==> config.mk <==
export PLATFORM = sky130hd
export DESIGN_NAME = char_lcd_nibble_sequencer
export DESIGN_NICKNAME = d
export VERILOG_FILES = /design/src/rtl/clcd_pkg.sv /design/src/rtl/clcd_cfg_regs.sv /design/src/rtl/clcd_core.sv /design/src/rtl/clcd_out_buf.sv /design/src/rtl/char_lcd_nibble_sequencer.sv
export SDC_FILE = /design/constraint.sdc
export NUM_CORES = 1
export LEC_CHECK = 0
export BUFFER_PORTS_ARGS = -buffer_cell sky130_fd_sc_hd__buf_2
export CORE_MARGIN = 10
export CORE_UTILIZATION = 60
export CTS_CLUSTER_DIAMETER = 60
export DETAILED_ROUTE_END_ITERATION = 8
export PLACE_DENSITY = 0.8
export SLEW_MARGIN = 20
export SYNTH_ARGS = -nofsm -noshare
export SYNTH_HDL_FRONTEND = slang
export SYNTH_SLANG_ARGS = --single-unit
==> constraint.sdc <==
create_clock -name clk_i -period 3.74 [get_ports clk_i]
set_input_delay 0.187 -clock clk_i [delete_from_list [all_inputs] [get_ports clk_i]]
set_output_delay 0.187 -clock clk_i [all_outputs]
set_load 0.01 [all_outputs]
==> src/rtl/clcd_pkg.sv <==
// Shared types and constants for the character LCD nibble sequencer.
// Holds payload structs, configuration struct, opcode and state encodings.
// No dependencies.
package clcd_pkg;

  // Columns that a cursor placement may address
  localparam int unsigned VISIBLE_COLUMNS = 16;

  // Display command bytes
  localparam logic [7:0] CMD_FUNC_4BIT   = 8'h02;
  localparam logic [7:0] CMD_FUNC_2LINE  = 8'h28;
  localparam logic [7:0] CMD_DISPLAY_ON  = 8'h0C;
  localparam logic [7:0] CMD_ENTRY_MODE  = 8'h06;
  localparam logic [7:0] CMD_CLEAR       = 8'h01;
  localparam logic [7:0] CMD_ROW0_BASE   = 8'h80;
  localparam logic [7:0] CMD_ROW1_BASE   = 8'hC0;

  // Request opcodes
  typedef enum logic [2:0] {
    OP_TICK   = 3'd0,
    OP_CMD    = 3'd1,
    OP_DATA   = 3'd2,
    OP_INIT   = 3'd3,
    OP_CURSOR = 3'd4,
    OP_CLEAR  = 3'd5
  } clcd_op_e;

  // Configuration register indexes
  typedef enum logic [1:0] {
    REG_ENABLE_PULSE = 2'd0,
    REG_NIBBLE_GAP   = 2'd1,
    REG_SETTLE       = 2'd2,
    REG_POWER_ON     = 2'd3
  } clcd_reg_e;

  // Sequencer phases, one-hot
  typedef enum logic [6:0] {
    PH_IDLE   = 7'b0000001,
    PH_POWER  = 7'b0000010,
    PH_HI     = 7'b0000100,
    PH_GAP    = 7'b0001000,
    PH_LO     = 7'b0010000,
    PH_SETTLE = 7'b0100000,
    PH_EXTRA  = 7'b1000000
  } clcd_phase_e;

  // Running script
  typedef enum logic [1:0] {
    KIND_NONE  = 2'd0,
    KIND_INIT  = 2'd1,
    KIND_CLEAR = 2'd2
  } clcd_kind_e;

  typedef struct packed {
    logic [15:0] enable_pulse_ticks;
    logic [15:0] nibble_gap_ticks;
    logic [15:0] settle_ticks;
    logic [15:0] power_on_ticks;
  } clcd_cfg_t;

  typedef struct packed {
    logic [2:0] opcode;
    logic [7:0] byte_value;
    logic [1:0] row;
    logic [5:0] column;
  } clcd_in_t;

  typedef struct packed {
    logic [3:0] data_nibble;
    logic       reg_select;
    logic       enable_line;
    logic       busy_res;
    logic       accepted;
  } clcd_out_t;

  typedef struct packed {
    clcd_phase_e phase;
    logic [15:0] wait_count;
    logic [7:0]  held_byte;
    logic        held_select;
    logic [2:0]  script_step;
    clcd_kind_e  script_kind;
    logic [3:0]  nibble;
    logic        strobe;
  } clcd_state_t;

endpackage

==> src/rtl/clcd_cfg_regs.sv <==
// Configuration register file for the character LCD nibble sequencer.
// Holds the four tick counts; depends on clcd_pkg.
module clcd_cfg_regs (
  input  logic              clk_i,
  input  logic              rst_ni,
  input  logic              cfg_valid_i,
  output logic              cfg_ready_o,
  input  logic [1:0]        cfg_index_i,
  input  logic [15:0]       cfg_data_i,
  output clcd_pkg::clcd_cfg_t cfg_o
);
  import clcd_pkg::*;

  clcd_cfg_t cfg_d, cfg_q;

  // Always ready: each write is registered
  assign cfg_ready_o = 1'b1;

  // Pick the addressed register
  always_comb begin
    cfg_d = cfg_q;
    if (cfg_valid_i) begin
      unique case (cfg_index_i)
        REG_ENABLE_PULSE: cfg_d.enable_pulse_ticks = cfg_data_i;
        REG_NIBBLE_GAP:   cfg_d.nibble_gap_ticks   = cfg_data_i;
        REG_SETTLE:       cfg_d.settle_ticks       = cfg_data_i;
        REG_POWER_ON:     cfg_d.power_on_ticks     = cfg_data_i;
        default:          cfg_d = cfg_q;
      endcase
    end
  end

  always_ff @(posedge clk_i or negedge rst_ni) begin
    if (!rst_ni) begin
      cfg_q.enable_pulse_ticks <= 16'd1;
      cfg_q.nibble_gap_ticks   <= 16'd200;
      cfg_q.settle_ticks       <= 16'd2000;
      cfg_q.power_on_ticks     <= 16'd20000;
    end else begin
      cfg_q <= cfg_d;
    end
  end

  assign cfg_o = cfg_q;

endmodule

==> src/rtl/clcd_core.sv <==
// Sequencer state and next-state logic for the character LCD nibble sequencer.
// Each accepted item updates the registered state; depends on clcd_pkg.
module clcd_core (
  input  logic                clk_i,
  input  logic                rst_ni,
  input  clcd_pkg::clcd_cfg_t cfg_i,
  input  logic                in_fire_i,
  input  clcd_pkg::clcd_in_t  in_data_i,
  output clcd_pkg::clcd_out_t res_o
);
  import clcd_pkg::*;

  clcd_state_t state_d, state_q;
  logic        acc;

  // Init script byte for a given step
  function automatic logic [7:0] init_byte(logic [2:0] step);
    logic [7:0] b;
    unique case (step)
      3'd0:    b = CMD_FUNC_4BIT;
      3'd1:    b = CMD_FUNC_2LINE;
      3'd2:    b = CMD_DISPLAY_ON;
      3'd3:    b = CMD_ENTRY_MODE;
      default: b = CMD_CLEAR;
    endcase
    return b;
  endfunction

  // Load a byte and raise enable with its high nibble
  function automatic clcd_state_t start_byte(clcd_state_t s, logic [7:0] b, logic sel,
                                             logic [15:0] pulse);
    clcd_state_t r;
    r             = s;
    r.held_byte   = b;
    r.held_select = sel;
    r.nibble      = b[7:4];
    r.strobe      = 1'b1;
    r.phase       = PH_HI;
    r.wait_count  = pulse;
    return r;
  endfunction

  // Drop back to idle, keeping the line levels
  function automatic clcd_state_t go_idle(clcd_state_t s);
    clcd_state_t r;
    r             = s;
    r.phase       = PH_IDLE;
    r.wait_count  = '0;
    r.script_kind = KIND_NONE;
    r.script_step = '0;
    return r;
  endfunction

  // Advance the running script by one step
  function automatic clcd_state_t next_script(clcd_state_t s, clcd_cfg_t c);
    clcd_state_t r;
    r             = s;
    r.script_step = s.script_step + 3'd1;
    unique case (s.script_kind)
      KIND_INIT: begin
        if (s.script_step < 3'd5) begin
          r = start_byte(r, init_byte(s.script_step), 1'b0, c.enable_pulse_ticks);
        end else if (s.script_step == 3'd5) begin
          r.phase      = PH_EXTRA;
          r.wait_count = c.settle_ticks;
        end else begin
          r = go_idle(r);
        end
      end
      KIND_CLEAR: begin
        if (s.script_step == 3'd0) begin
          r = start_byte(r, CMD_CLEAR, 1'b0, c.enable_pulse_ticks);
        end else if (s.script_step == 3'd1) begin
          r.phase      = PH_EXTRA;
          r.wait_count = c.settle_ticks;
        end else if (s.script_step == 3'd2) begin
          r = start_byte(r, CMD_ROW0_BASE, 1'b0, c.enable_pulse_ticks);
        end else begin
          r = go_idle(r);
        end
      end
      default: r = go_idle(r);
    endcase
    return r;
  endfunction

  // Let one tick of time pass
  function automatic clcd_state_t tick(clcd_state_t s, clcd_cfg_t c);
    clcd_state_t r;
    r = s;
    if (s.phase != PH_IDLE) begin
      if (s.wait_count > 16'd1) begin
        r.wait_count = s.wait_count - 16'd1;
      end else begin
        unique case (s.phase)
          PH_POWER, PH_SETTLE, PH_EXTRA: r = next_script(s, c);
          PH_HI: begin
            r.strobe     = 1'b0;
            r.phase      = PH_GAP;
            r.wait_count = c.nibble_gap_ticks;
          end
          PH_GAP: begin
            r.nibble     = s.held_byte[3:0];
            r.strobe     = 1'b1;
            r.phase      = PH_LO;
            r.wait_count = c.enable_pulse_ticks;
          end
          PH_LO: begin
            r.strobe     = 1'b0;
            r.phase      = PH_SETTLE;
            r.wait_count = c.settle_ticks;
          end
          default: begin
            r.strobe = 1'b0;
            r        = go_idle(r);
          end
        endcase
      end
    end
    return r;
  endfunction

  // Work out the state after this item
  always_comb begin
    clcd_state_t req;
    logic [7:0]  cur_byte;
    req      = state_q;
    cur_byte = (in_data_i.row[0] ? CMD_ROW1_BASE : CMD_ROW0_BASE)
               | {4'h0, in_data_i.column[3:0]};
    state_d  = state_q;
    acc      = 1'b0;
    req.script_kind = KIND_NONE;
    req.script_step = '0;
    unique case (in_data_i.opcode)
      OP_TICK: state_d = tick(state_q, cfg_i);
      OP_CMD, OP_DATA, OP_INIT, OP_CURSOR, OP_CLEAR: begin
        if (state_q.phase == PH_IDLE) begin
          acc     = 1'b1;
          state_d = req;
          unique case (in_data_i.opcode)
            OP_CMD:  state_d = start_byte(req, in_data_i.byte_value, 1'b0,
                                          cfg_i.enable_pulse_ticks);
            OP_DATA: state_d = start_byte(req, in_data_i.byte_value, 1'b1,
                                          cfg_i.enable_pulse_ticks);
            OP_INIT: begin
              state_d.script_kind = KIND_INIT;
              state_d.held_select = 1'b0;
              state_d.phase       = PH_POWER;
              state_d.wait_count  = cfg_i.power_on_ticks;
            end
            OP_CURSOR: begin
              if (in_data_i.column < 6'(VISIBLE_COLUMNS) && in_data_i.row <= 2'd1) begin
                state_d = start_byte(req, cur_byte, 1'b0, cfg_i.enable_pulse_ticks);
              end
            end
            default: begin
              req.script_kind = KIND_CLEAR;
              state_d         = next_script(req, cfg_i);
            end
          endcase
        end
      end
      default: state_d = state_q;
    endcase
  end

  always_ff @(posedge clk_i or negedge rst_ni) begin
    if (!rst_ni) begin
      state_q.phase       <= PH_IDLE;
      state_q.wait_count  <= '0;
      state_q.held_byte   <= '0;
      state_q.held_select <= 1'b0;
      state_q.script_step <= '0;
      state_q.script_kind <= KIND_NONE;
      state_q.nibble      <= '0;
      state_q.strobe      <= 1'b0;
    end else if (in_fire_i) begin
      state_q <= state_d;
    end
  end

  // Result seen after this item
  assign res_o.data_nibble = state_d.nibble;
  assign res_o.reg_select  = state_d.held_select;
  assign res_o.enable_line = state_d.strobe;
  assign res_o.busy_res    = (state_d.phase != PH_IDLE);
  assign res_o.accepted    = acc;

  // Enable is only ever high while a nibble strobe is running
  assert property (@(posedge clk_i) disable iff (!rst_ni)
    state_q.strobe |-> (state_q.phase == PH_HI || state_q.phase == PH_LO))
    else $error("enable high outside a strobe phase");

  // Idle leaves no script or wait behind
  assert property (@(posedge clk_i) disable iff (!rst_ni)
    (state_q.phase == PH_IDLE) |->
      (state_q.script_kind == KIND_NONE && state_q.script_step == 3'd0
       && state_q.wait_count == 16'd0))
    else $error("idle with stale script state");

endmodule

==> src/rtl/clcd_out_buf.sv <==
// Output register with one skid entry for the character LCD nibble sequencer.
// Keeps the input side moving while a result waits; depends on clcd_pkg.
module clcd_out_buf (
  input  logic                clk_i,
  input  logic                rst_ni,
  input  logic                push_i,
  input  clcd_pkg::clcd_out_t push_data_i,
  output logic                full_o,
  output logic                out_valid_o,
  input  logic                out_stall_i,
  output clcd_pkg::clcd_out_t out_data_o
);
  import clcd_pkg::*;

  logic      out_valid_d, out_valid_q;
  logic      skid_valid_d, skid_valid_q;
  clcd_out_t out_data_d, out_data_q;
  clcd_out_t skid_data_d, skid_data_q;
  logic      take;

  assign take = out_valid_q && !out_stall_i;

  // Refill the output from the skid first, then from a new item
  always_comb begin
    out_valid_d  = out_valid_q;
    skid_valid_d = skid_valid_q;
    out_data_d   = out_data_q;
    skid_data_d  = skid_data_q;
    if (skid_valid_q) begin
      if (take) begin
        out_data_d   = skid_data_q;
        skid_valid_d = 1'b0;
      end
    end else if (push_i) begin
      if (!out_valid_q || take) begin
        out_data_d  = push_data_i;
        out_valid_d = 1'b1;
      end else begin
        skid_data_d  = push_data_i;
        skid_valid_d = 1'b1;
      end
    end else if (take) begin
      out_valid_d = 1'b0;
    end
  end

  always_ff @(posedge clk_i or negedge rst_ni) begin
    if (!rst_ni) begin
      out_valid_q  <= 1'b0;
      skid_valid_q <= 1'b0;
    end else begin
      out_valid_q  <= out_valid_d;
      skid_valid_q <= skid_valid_d;
    end
  end

  always_ff @(posedge clk_i) begin
    out_data_q  <= out_data_d;
    skid_data_q <= skid_data_d;
  end

  assign full_o      = skid_valid_q;
  assign out_valid_o = out_valid_q;
  assign out_data_o  = out_data_q;

  // The skid entry is only used behind a waiting output
  assert property (@(posedge clk_i) disable iff (!rst_ni)
    skid_valid_q |-> out_valid_q)
    else $error("skid entry without output entry");

  // A held skid entry keeps its item while the output is stalled
  assert property (@(posedge clk_i) disable iff (!rst_ni)
    (skid_valid_q && out_stall_i) |=> (skid_valid_q && $stable(skid_data_q)))
    else $error("skid entry lost under stall");

endmodule

==> src/rtl/char_lcd_nibble_sequencer.sv <==
// Top level of the character LCD nibble sequencer (4-bit bus display driver).
// Instantiates clcd_cfg_regs, clcd_core and clcd_out_buf; depends on clcd_pkg.
//
// Usage:
//   Input channel (in_valid_i / in_stall_o / in_data_i): one item per request
//   or per time tick. Opcode 0 is a tick, 1 a command byte, 2 a data byte,
//   3 the init script, 4 cursor placement, 5 clear. Feed a tick every cycle
//   that should count as time; requests made while busy come back with
//   accepted low.
//   Output channel (out_valid_o / out_stall_i / out_data_o): exactly one
//   result per item, in order, carrying the display line levels, busy and
//   whether the request was taken.
//   Config channel (cfg_valid_i / cfg_ready_o): write the tick counts only
//   while no item is in flight; ready is always high.
//   Result: registered, in the output entry or, while it waits, the skid entry.
//   Throughput: one item per cycle while in_stall_o is low; the whole state
//   update is one pass of logic into the sequencer state register.
//   Stall: one skid entry absorbs an item while the output waits; in_stall_o
//   rises once that entry is occupied.
//   Reset: counts return to 1/200/2000/20000, the sequencer goes idle with
//   all display lines low, and both output entries empty.
module char_lcd_nibble_sequencer (
  input  logic                clk_i,
  input  logic                rst_ni,
  input  logic                in_valid_i,
  output logic                in_stall_o,
  input  clcd_pkg::clcd_in_t  in_data_i,
  output logic                out_valid_o,
  input  logic                out_stall_i,
  output clcd_pkg::clcd_out_t out_data_o,
  input  logic                cfg_valid_i,
  output logic                cfg_ready_o,
  input  logic [1:0]          cfg_index_i,
  input  logic [15:0]         cfg_data_i
);
  import clcd_pkg::*;

  clcd_cfg_t cfg;
  clcd_out_t res;
  logic      in_fire;
  logic      buf_full;

  // Take an item whenever the skid entry is free
  assign in_stall_o = buf_full;
  assign in_fire    = in_valid_i && !buf_full;

  clcd_cfg_regs u_cfg (
    .clk_i       (clk_i),
    .rst_ni      (rst_ni),
    .cfg_valid_i (cfg_valid_i),
    .cfg_ready_o (cfg_ready_o),
    .cfg_index_i (cfg_index_i),
    .cfg_data_i  (cfg_data_i),
    .cfg_o       (cfg)
  );

  clcd_core u_core (
    .clk_i     (clk_i),
    .rst_ni    (rst_ni),
    .cfg_i     (cfg),
    .in_fire_i (in_fire),
    .in_data_i (in_data_i),
    .res_o     (res)
  );

  clcd_out_buf u_out (
    .clk_i       (clk_i),
    .rst_ni      (rst_ni),
    .push_i      (in_fire),
    .push_data_i (res),
    .full_o      (buf_full),
    .out_valid_o (out_valid_o),
    .out_stall_i (out_stall_i),
    .out_data_o  (out_data_o)
  );

endmodule
# Word level (Yosys, flattened, before mapping)

Cells that the tools add are included.

Flip-flop bits (word level): 120
Word-level logic and storage cells: 144

Add/sub/neg operators: 2
Order comparisons: 4
Equality and inequality tests: 41
Multiplexer cells: 40
Bitwise operators: 3
Reduce and logical (&&, ||, !) cells: 30

Operators by type and width:

| cell                                                                              | count |
|---|---|
| 42-bit 2-to-1 mux                                                                 | 5 |
| 42-bit case mux with 2 select lines                                               | 2 |
| 23-bit case mux with 4 select lines                                               | 1 |
| 23-bit 2-to-1 mux                                                                 | 2 |
| 23-bit case mux with 2 select lines                                               | 1 |
| 19-bit 2-to-1 mux                                                                 | 2 |
| 38-bit 2-to-1 mux                                                                 | 1 |
| 8-bit 2-to-1 mux                                                                  | 4 |
| 14-bit case mux with 2 select lines                                               | 1 |
| 6-bit case mux with 4 select lines                                                | 1 |
| 8-bit case mux with 3 select lines                                                | 1 |
| 4-bit != test (second input constant)                                             | 5 |
| 16-bit by 1-bit greater-than comparator with 1-bit output (second input constant) | 1 |
| 16-bit 2-to-1 mux                                                                 | 1 |
| 16-bit by 1-bit subtractor with 16-bit output (second input constant)             | 1 |
| 5-bit case mux with 3 select lines                                                | 1 |
| 7-bit 2-to-1 mux                                                                  | 2 |
| 7-bit by 1-bit != test with 1-bit output (second input constant)                  | 2 |
| 13-bit AND reduction                                                              | 1 |
| 3-bit by 2-bit == test with 1-bit output (second input constant)                  | 4 |
| 11-bit AND reduction                                                              | 1 |
| 10-bit 2-to-1 mux                                                                 | 1 |
| 2-bit != test (second input constant)                                             | 5 |
| 3-bit == test (second input constant)                                             | 3 |
| 39 further kinds                                                                  | 71 |

# Depth between registers and ports, before layout

Gate-level depths: netlist of run 1.

Word-level depth: 13
Depth in mapped cells: 11
Gate-level depth less buffers: 8

# Cells and area by module

From an unflattened synthesis of run 1, not the netlist that was laid out.

Cells, all modules: 651
Area, all modules: 6,961.7 um2

Modules (own cells, without submodules):

| module                    | times used | cells each | area each (um2) |
|---|---|---|---|
| clcd_core                 | 1          | 475        | 3,801.1 |
| clcd_cfg_regs             | 1          | 138        | 2,441.1 |
| clcd_out_buf              | 1          | 37         | 705.7 |
| char_lcd_nibble_sequencer | 1          | 1          | 13.8 |

# Worst setup path after synthesis of run 1

Ideal clock, no wire load.

Path kind: flip-flop to flip-flop
From: register u_core.state_q[37] (netlist name)
To: register u_out.out_data_q, in the netlist u_out.out_data_o[1] (data pin)
Arrival time: 2,420 ps
Slack: 1,046 ps
Cell stages (with the launch flop): 9
Path buffers: 2
Cells stage by stage: dfrtp_1 buf_6 or4b_4 buf_6 or3_4 o311a_4 a221o_1 nor4_2 a32oi_1

RTL lines:

| element                  | line               | RTL |
|---|---|---|
| start: declaration       | clcd_core.sv:13    | `clcd_state_t state_d, state_q;` |
| start signal: assignment | clcd_core.sv:178   | `state_q <= state_d;` |
| end signal: assignment   | clcd_out_buf.sv:58 | `out_data_q <= out_data_d;` |
| end: declaration         | clcd_out_buf.sv:17 | `clcd_out_t out_data_d, out_data_q;` |

==> results_dict.tcl, run 1 <==
set metrics [dict create \
    place_hpwl_um 12750 \
    cp.arrival_ns 3.53 \
    final.period_utilization_pct 90.09 \
    drtPass1Iterations 5 \
    seq_area_frac_synth_pct 45.60 \
    worstPathMaxFanout 12 \
    fp.dieW_um 126.5 \
    io-pin-count 53 \
    rows 38 \
    drtAntennaViolNets 0 \
    globalplace.congestion 0.9605 \
    synth_edf_count 16 \
    switching_share_pct 33.46 \
    hold_path.class "in2reg" \
    intPower_uw 3246 \
    pwr-share-comb_pct 27.8 \
    synth_cell_types 69 \
    drv_slew 0 \
    portBuffers 51 \
    h-tree-depth 4 \
    first_global_vias 5867 \
    die_area_um2 16000 \
    netlist_area_um2 6805 \
    core_um2 10980 \
    seq_power_share_pct 39.0 \
    relSlewSlack_pct 33.55 \
    worst-path-buf-inv 0 \
    initial_core_util_pct 61.96 \
    synthCells 661 \
    drive_gt1_share_pct 27.83 \
    cts_buffer_depth 2 \
    power_frac_clock_pct 33.2 \
    clock-sinks 120 \
    max_freq_mhz 296.8 \
    synth_area_per_cell_um2 10.30 \
    hold_viol 0 \
    layout_common_cells "88 x dfrtp_1, 72 x mux2_2, 50 x buf_2, 48 x nand2_1, 44 x o21ai_0" \
    power_leakage_uw 0.003209 \
    rsz0062_at_grt "false" \
    grt_usage_pct 22.73 \
    clk_latency_ns 0.42 \
    clock-root-buffer "clkbuf_16" \
    vias_per_cell 6.609 \
    drc_errors 0 \
    startpoint_type "flip-flop" \
    seq_area_um2 3103 \
    drt_iter0_drc 575 \
    cts_buffers 17 \
    period_needed_ns 3.369 \
    maxCapViolCount 0 \
    synth-seq-cells 120 \
    synth_nets 712 \
    antenna_found_initial 0 \
    finalSetupViolations 0 \
    p_total_uw 4879 \
    fin_nets 753 \
    die_y_um 126.5 \
    ir_drop_uv 515.1 \
    worstPathRequired_ns 3.90 \
    n_fill_cell 824 \
    ys.flop_type "dfrtp_1" \
    path_cells "nor4_1 -> o211ai_1 -> nor3_1 -> o21ai_0 -> a31o_2 -> mux2_2" \
    avgRoutedWirePerCell_um 21.66 \
    yosys_warnings 0 \
    timing.hold.ws_ns 0.04388 \
    p_sw_uw 1633 \
    multi_input_area_um2 3441 \
    ctsResizeCount 0 \
    p_per_area_nw_per_um2 628.8 \
    area_growth_pct 14.03 \
    vias 5651 \
    cp-end-kind "flip-flop" \
    status "finished, final reports clean" \
    tns_ns 0 \
    cts_tree "done" \
    wirelength_um 18520 \
    slowest_delay_ns 0.79 \
    worst_slew_pin_slew_ns 0.9968 \
    path_clk_slew_ns 0.06 \
    cpMaxStageDelayCell "nor3_1" \
    grt_first_pass_wirelength_um 29890 \
    critPathKind "reg2reg" \
    grt_max_degree 80 \
    globalRouteOverflowTotal 0 \
    synthArstFlopShare_pct 86.67 \
    antenna_cells 0 \
    layout_commonest_cell "dfrtp_1" \
    fin_skew_ns 0.008398 \
    cp_top_family "simple AND/OR/NAND/NOR gates" \
]
-- metrics by stage --
step                      util, %  instances  setup slack [ns]  cell area, µm²
final                       70.65        855            0.3706            7760
after global routing        70.65        855            0.1572            7760
after CTS                   70.65        855            0.4517            7760
after detailed placement    65.23        822            0.4657            7164
after global placement      65.23        822            0.6175            7164
after floorplan                 -        661             1.046            6805
-- layer usage --
metal,GRT usage (%),vias up,wire length (µm)
li1,-,2571,-
met1,27.38,2807,7512
met2,38.49,228,9310
met3,5.123,45,1169
met4,9.243,0,524
met5,0,-,0
-- cell families (layout without fill, tap and decap cells) --
| kind of cell | Yosys count | in the layout | share of synthesized area, % |
|---|---|---|---|
| adders and majority gates | 9 | 9 | 1.655 |
| and+or+nand+nor | 179 | 179 | 13.75 |
| muxes | 85 | 85 | 13.84 |
| other | 1 | 1 | 0.05510 |
| DFF | 120 | 120 | 45.60 |
| AOI/OAI and AO/OA | 188 | 188 | 19.38 |
| buffers and inverters | 65 | 119 | 3.916 |
| xor gates and xnor gates | 14 | 14 | 1.802 |
-- area by class of cell --
cell class                 count  share of cell area, %
tap                          140                  2.257
clock buffer                  25                  6.385
sequential                   120                  39.99
timing repair buffer          67                  4.902
multi-input combinational    476                  44.34
clock inverter                 7                  1.161
inverter                      20                 0.9674
-- power by group through the flow --
| stage | registers, µW | logic, µW | clock network (µW) |
|---|---|---|---|
| after floorplan | 1810 | 1040 | 0 |
| after global placement | 1890 | 1300 | 0 |
| after detailed placement | 1920 | 1340 | 0 |
| after CTS | 1900 | 1350 | 1630 |
| after global routing | 1940 | 1510 | 1690 |
| final | 1900 | 1360 | 1620 |
-- sequential cells by signal, summed over array words and instances (netlist names) --
signal and flops:
u_core.state_q 38, u_out.full_o 1, u_out.out_data_o 8, u_cfg.cfg_o 64, u_out.skid_data_q 8, u_out.out_valid_o 1
-- cell usage after synthesis (3+ instances only) --
cell type,number,area (µm²)
a22oi_1,10,75.07
nand2b_1,3,18.77
a31oi_1,6,37.54
a22o_1,12,105.1
mux2i_1,12,120.1
a21oi_1,32,160.2
ha_1,9,112.6
a21o_1,5,37.54
a221oi_1,14,122.6
a2111oi_0,3,26.28
nor2b_1,14,87.58
nor2_1,36,135.1
clkbuf_1,38,142.6
inv_1,19,71.32
edfxtp_1,16,480.5
mux2_2,72,810.8
or2_2,3,18.77
nand3_1,9,45.04
or3_1,3,18.77
and2_1,4,25.02
o22ai_1,6,37.54
xnor2_1,7,61.31
dfrtp_1,88,2202
dfstp_2,16,420.4
o32ai_1,3,26.28
a221o_1,10,100.1
o211ai_1,5,37.54
nand4_1,4,25.02
o211a_1,3,30.03
nand2_1,48,180.2
xor2_1,7,61.31
and3_1,5,31.28
o31ai_1,12,90.09
o21ai_0,44,220.2
nor3_1,23,115.1
buf_2,3,15.01
nor3b_1,5,37.54
nor4_1,9,56.30
-- what timing repair did --
action | in CTS | in global routing
hold buffers | 1 | 0
hold endpoints to repair | 65 | 0
setup buffers | 0 | 0
-- final timing paths --
| path | slack, ns | endpoint | start | depth (start not counted) |
|---|---|---|---|---|
| setup / recovery | 0.37 | u_out.out_data_o[4]$_DFFE_PP_ | u_core.state_q[25]$_DFFE_PN0P_ | 6 |
| hold / removal | 0.04 | u_cfg.cfg_o[8]$_DFFE_PN0P_ | cfg_data_i[8] | 2 |
| setup reg to reg | 0.37 | u_out.out_data_o[4]$_DFFE_PP_ | u_core.state_q[25]$_DFFE_PN0P_ | 6 |
| hold reg to reg | 0.50 | u_cfg.cfg_o[3]$_DFFE_PN0P_ | u_cfg.cfg_o[3]$_DFFE_PN0P_ | 1 |
| max in group asynchronous | 2.26 | u_cfg.cfg_o[5]$_DFFE_PN1P_ | rst_ni | 3 |
| min in group asynchronous | 0.47 | u_cfg.cfg_o[54]$_DFFE_PN0P_ | rst_ni | 2 |
No activity file was read; power rests on OpenSTA's default activity.
==> run 2: changes to the inputs <==
Settings changed: RECOVER_POWER set to 50.
==> run 2 against run 1 <==
- setup slack better by 0.014 ns
- clock skew down 0.0012 ns
- power about the same
- critical endpoint unchanged
- largest power group unchanged
- largest cell class unchanged
- the run now ends with max-capacitance violations, max-slew violations left
==> results_dict.tcl, run 2 (same netlist as run 1, synthesis figures left out) <==
set metrics [dict create \
    slowest_delay_ns 0.77 \
    drtPass1Iterations 5 \
    cp-end-kind "flip-flop" \
    worst_slew_pin_slew_ns 1.945 \
    cts_buffer_depth 2 \
    critPathKind "reg2reg" \
    globalplace.congestion 0.9605 \
    portBuffers 51 \
    rsz0062_at_grt "false" \
    drtAntennaViolNets 0 \
    worstReg2RegEnd "u_out.out_data_o[4]$_DFFE_PP_" \
    h-tree-depth 4 \
    cts_buffers 17 \
    max_freq_mhz 298.0 \
    globalRouteOverflowTotal 0 \
    startpoint_type "flip-flop" \
    path_cells "nor4_1 -> o211ai_1 -> nor3_1 -> o21ai_0 -> a31o_2 -> mux2_2" \
    place_hpwl_um 12750 \
    vias 5597 \
    layout_common_cells "88 x dfrtp_1, 72 x mux2_2, 48 x nand2_1, 44 x o21ai_0, 39 x buf_2" \
    rows 38 \
    holdPathEnd "u_cfg.cfg_o[8]$_DFFE_PN0P_" \
    worst-r2r-cell-count 6 \
    r2r_start "u_core.state_q[25]$_DFFE_PN0P_" \
    cts_tree "done" \
    grt_first_pass_wirelength_um 29890 \
    relSlewSlack_pct -29.68 \
    cp.arrival_ns 3.52 \
    grt_max_degree 80 \
    drv_slew 80 \
    clk_latency_ns 0.42 \
    drc_errors 0 \
    layout_commonest_cell "dfrtp_1" \
    p_per_area_nw_per_um2 630.3 \
    vias_per_cell 6.546 \
    grt_usage_pct 22.73 \
    postLayoutCellArea_um2 7735 \
    hold_viol 0 \
    drt_iter0_drc 468 \
    tns_ns 0 \
    antenna_found_initial 0 \
    stdcell_count 855 \
    die_area_um2 16000 \
    fin_nets 753 \
    status "complete, but fails checks" \
    path_clk_slew_ns 0.06 \
    hp-start "cfg_data_i[8]" \
    fin_skew_ns 0.007236 \
    finalSetupViolations 0 \
    die_y_um 126.5 \
    drive_gt1_share_pct 26.01 \
    fp.dieW_um 126.5 \
    worstPathRequired_ns 3.90 \
    cpMaxStageDelayCell "nor3_1" \
    dpl.cell_count 822 \
    avgRoutedWirePerCell_um 21.57 \
    clock-sinks 120 \
    worstPathMaxFanout 12 \
    maxCapViolCount 1 \
    failed_checks "max-capacitance violations, max-slew violations" \
    wirelength_um 18450 \
    io-pin-count 53 \
    hold_path.class "in2reg" \
    clock-root-buffer "clkbuf_16" \
    ir_drop_uv 516.0 \
    antenna_cells 0 \
    first_global_vias 5867 \
    final.period_utilization_pct 89.73 \
    holdPathStages 2 \
    regToRegSetupSlack_ns 0.38 \
    cts_setup_buffers 0 \
    period_needed_ns 3.356 \
    core_um2 10980 \
    largest_reg_flops 64 \
    initial_core_util_pct 61.96 \
    area_growth_pct 13.66 \
    power_leakage_uw 0.003178 \
    placed_area_um2 7164 \
]
==> run 2: cell count changes in the layout (fill, tap and decap cells not counted) <==
cell and delta:
buf_2 -11, buf_4 -2, clkbuf_1 +12, clkbuf_2 +1, nor3b_1 +1, nor3b_2 -1
==> run 2: worst max-delay path: cells and delay by family, from the launching register on <==
kind             cells  cell delay (ns)
AO/OA/AOI/OAI        3             1.21
flip-flops           1             0.43
multiplexers         1             0.27
AND/OR/NAND/NOR      2             1.19
==> run 2: worst max path at each step <==
stage                     cells after the start                             to                           start  slack (ns)
after CTS                                     6  u_out.out_data_o[4]$_DFFE_PP_  u_core.state_q[23]$_DFFE_PN0P_        0.45
after global routing                          6  u_out.out_data_o[4]$_DFFE_PP_  u_core.state_q[23]$_DFFE_PN0P_        0.16
after global placement                        6  u_out.out_data_o[4]$_DFFE_PP_  u_core.state_q[26]$_DFFE_PN0P_        0.62
after detailed placement                      7  u_out.out_data_o[4]$_DFFE_PP_                   in_data_i[17]        0.47
after floorplan                               8  u_out.out_data_o[1]$_DFFE_PP_  u_core.state_q[37]$_DFFE_PN0P_        1.05
final                                         6  u_out.out_data_o[4]$_DFFE_PP_  u_core.state_q[25]$_DFFE_PN0P_        0.38
==> run 2: timing repair <==
action                    4_1_cts  5_1_grt
hold endpoints to repair       65        0
resized for setup               0        0
hold buffers                    1        0
==> run 2: power breakdown <==
group | internal [µW] | switching [µW] | leakage [µW] | total (µW)
logic | 556 | 793 | 0.00153 | 1350
registers | 1630 | 271 | 0.00136 | 1900
clock network | 1050 | 573 | 0.000292 | 1620
total | 3240 | 1640 | 0.00318 | 4880
==> run 2: per-layer routing <==
metal  global-route usage [%]  part of all wire (%)  vias to the layer above
met5                        0                     0                        -
met4                    9.243                   2.5                        0
met3                    5.123                   5.9                       41
met2                    38.49                    50                      219
met1                    27.38                    41                     2771
li1                         -                     -                     2566
==> run 2: final cells by class <==
type | instances | area (µm²)
clock buffers | 25 | 495.5
clock inverters | 7 | 90.09
fillers | 832 | 3248
inverters | 20 | 75.07
multi-input cells | 476 | 3436
flip-flops and latches | 120 | 3103
well taps | 140 | 175.2
repair buffers | 67 | 360.3
==> run 2: metrics by stage <==
step	hold WS [ns]	utilization [%]	setup WS (ns)	total power, µW
2_1_floorplan	-0.1086	-	1.046	2854
3_3_place_gp	0.3991	65.23	0.6175	3195
3_5_place_dp	0.4040	65.23	0.4657	3259
4_1_cts	0.03606	70.65	0.4517	4884
5_1_grt	0.05144	70.43	0.1572	5136
6_report	0.04306	70.43	0.3841	4875
==> run 3: changes to the inputs <==
Settings changed: CELL_PAD_IN_SITES_DETAIL_PLACEMENT set to 1, CELL_PAD_IN_SITES_GLOBAL_PLACEMENT set to 2, CORE_UTILIZATION 60 to 40, PLACE_DENSITY 0.8 to unset, PLACE_DENSITY_LB_ADDON set to 0.1.
==> run 3 against run 2 <==
- the run still ends with max-capacitance violations, max-slew violations left
- design area grew 1.8%
- sequential share of layout area is 0.71 points lower
- power increased by 2.7%
- worst hold slack worse by 0.020 ns
- setup slack improved by 0.11 ns
- combinational power about the same
- critical path depth is the same
- largest cell class unchanged
==> results_dict.tcl, run 3 (same netlist as run 1, synthesis figures left out) <==
set metrics [dict create \
    status "complete, but fails checks" \
    failed_checks "max-capacitance violations, max-slew violations" \
    tns_ns 0 \
    max_freq_mhz 308.4 \
    worstReg2RegEnd "u_out.out_data_o[4]$_DFFE_PP_" \
    drtAntennaViolNets 0 \
    vias_per_cell 5.883 \
    clock-root-buffer "clkbuf_16" \
    p_per_area_nw_per_um2 635.5 \
    layout_commonest_cell "dfrtp_1" \
    setup_ws_ns 0.4974 \
    vias 5512 \
    hold_path.class "in2reg" \
    place_hpwl_um 14360 \
    power_leakage_uw 0.003194 \
    fp.dieW_um 150.4 \
    antenna_found_initial 0 \
    switching_share_pct 33.91 \
    intPower_uw 3308 \
    clk_latency_ns 0.43 \
    ctsResizeCount 0 \
    crit_path_start "u_core.state_q[26]$_DFFE_PN0P_" \
    postLayoutCellArea_um2 7875 \
    drv_slew 72 \
    critPathKind "reg2reg" \
    cts_buffers 17 \
    drt_iter0_drc 299 \
    globalRouteOverflowTotal 0 \
    worst-r2r-cell-count 6 \
    regToRegSetupSlack_ns 0.50 \
    final_core_util_pct 47.32 \
    clock-sinks 120 \
    fin_skew_ns 0.01140 \
    die_y_um 150.4 \
    wirelength_um 20780 \
    avgRoutedWirePerCell_um 22.18 \
    drive_gt1_share_pct 26.50 \
    drc_errors 0 \
    pwr-share-comb_pct 27.6 \
    cts_setup_buffers 0 \
    grt_usage_pct 18.87 \
    grt_max_degree 72 \
    cts_buffer_depth 2 \
    path_cells "nor4_1 -> o211ai_1 -> nor3_1 -> o21ai_0 -> a31o_2 -> mux2_2" \
    timing.hold.ws_ns 0.02293 \
    portBuffers 51 \
    fin_nets 755 \
    p_sw_uw 1697 \
    worst_slew_pin_slew_ns 1.814 \
    core_um2 16640 \
    io-pin-count 53 \
    hold_viol 0 \
    seq_power_share_pct 38.2 \
    grt_first_pass_wirelength_um 33340 \
    die_area_um2 22630 \
    worstPathRequired_ns 3.92 \
    initial_core_util_pct 40.89 \
    drtPass1Iterations 4 \
    rsz0062_at_grt "false" \
    cpMaxStageDelayCell "nor3_1" \
    placed_area_um2 7279 \
    slowest_delay_ns 0.74 \
    cts_tree "done" \
    area_growth_pct 15.72 \
    largest_reg_flops 64 \
    period_needed_ns 3.243 \
    antenna_cells 0 \
    cp-end-kind "flip-flop" \
    relSlewSlack_pct -20.92 \
    pre_cts_slack_ns 0.4959 \
    path_clk_slew_ns 0.06 \
    ir_drop_uv 352.9 \
    layout_common_cells "88 x dfrtp_1, 72 x mux2_2, 48 x nand2_1, 44 x o21ai_0, 39 x buf_2" \
    rows 47 \
    final.period_utilization_pct 86.70 \
    hold_buffers 1 \
    power_frac_clock_pct 34.3 \
    cp.arrival_ns 3.42 \
    maxCapViolCount 1 \
    finalSetupViolations 0 \
    worstPathMaxFanout 12 \
    r2r_start "u_core.state_q[26]$_DFFE_PN0P_" \
    first_global_vias 6029 \
    endpoint "u_out.out_data_o[4]$_DFFE_PP_" \
    globalplace.congestion 0.8419 \
    h-tree-depth 4 \
    startpoint_type "flip-flop" \
]
[run 3: cell count changes in the layout (fill, tap and decap cells not counted)]
cell / previous run / this run
clkinv_2: 3 / 5
clkbuf_1: 16 / 14
inv_6: 0 / 1
buf_4: 14 / 16
clkinvlp_4: 0 / 2
inv_4: 1 / 0
bufinv_16: 2 / 4
clkbuf_8: 4 / 0
[run 3: routing by layer]
layer | vias to the layer above | global-route usage, % | share of wire [%] | routed length (µm)
met3 | 27 | 4.352 | 4.0 | 833
li1 | 2569 | - | - | -
met4 | 0 | 6.851 | 2.2 | 465
met2 | 109 | 33.05 | 51 | 10600
met5 | - | 0 | 0 | 0
met1 | 2807 | 22.01 | 43 | 8879
[run 3: critical path, delay by kind of cell, from the launching register on]
kind / cells / cell delay, ns
and+or+nand+nor: 2 / 1.16
AOI/OAI and AO/OA: 3 / 1.15
DFF: 1 / 0.42
muxes: 1 / 0.26
[run 3: cell type report]
class / instances / area [µm²]
timing repair buffer: 69 / 375.4
multi-input combinational: 476 / 3436
clock inverter: 13 / 177.7
sequential: 120 / 3103
inverter: 20 / 75.07
fill: 1843 / 8767
clock buffer: 19 / 432.9
tap: 220 / 275.3
[run 3: worst min-delay path by stage]
stage,cells past startpoint,endpoint,slack (ns),startpoint
final,3,u_out.full_o$_DFF_PN0_,0.02,out_stall_i
after global routing,3,u_out.full_o$_DFF_PN0_,0.02,out_stall_i
after CTS,3,u_out.full_o$_DFF_PN0_,0.01,out_stall_i
after detailed placement,1,u_cfg.cfg_o[3]$_DFFE_PN0P_,0.39,rst_ni
after global placement,1,u_cfg.cfg_o[36]$_DFFE_PN0P_,0.37,rst_ni
after floorplan,0,u_cfg.cfg_o[0]$_DFFE_PN0P_,-0.11,rst_ni
[run 3: power by group through the flow]
stage | clock [µW] | sequential (µW) | combinational [µW]
floorplan | 0 | 1810 | 1040
global placement | 0 | 1910 | 1350
detailed placement | 0 | 1930 | 1390
CTS | 1750 | 1910 | 1410
global route | 1820 | 1960 | 1550
finish | 1710 | 1910 | 1380
[run 3: through the flow]
step           power, µW  cells
2_1_floorplan       2854    661
3_3_place_gp        3256    904
3_5_place_dp        3319    904
4_1_cts             5062    937
5_1_grt             5327    937
6_report            5005    937
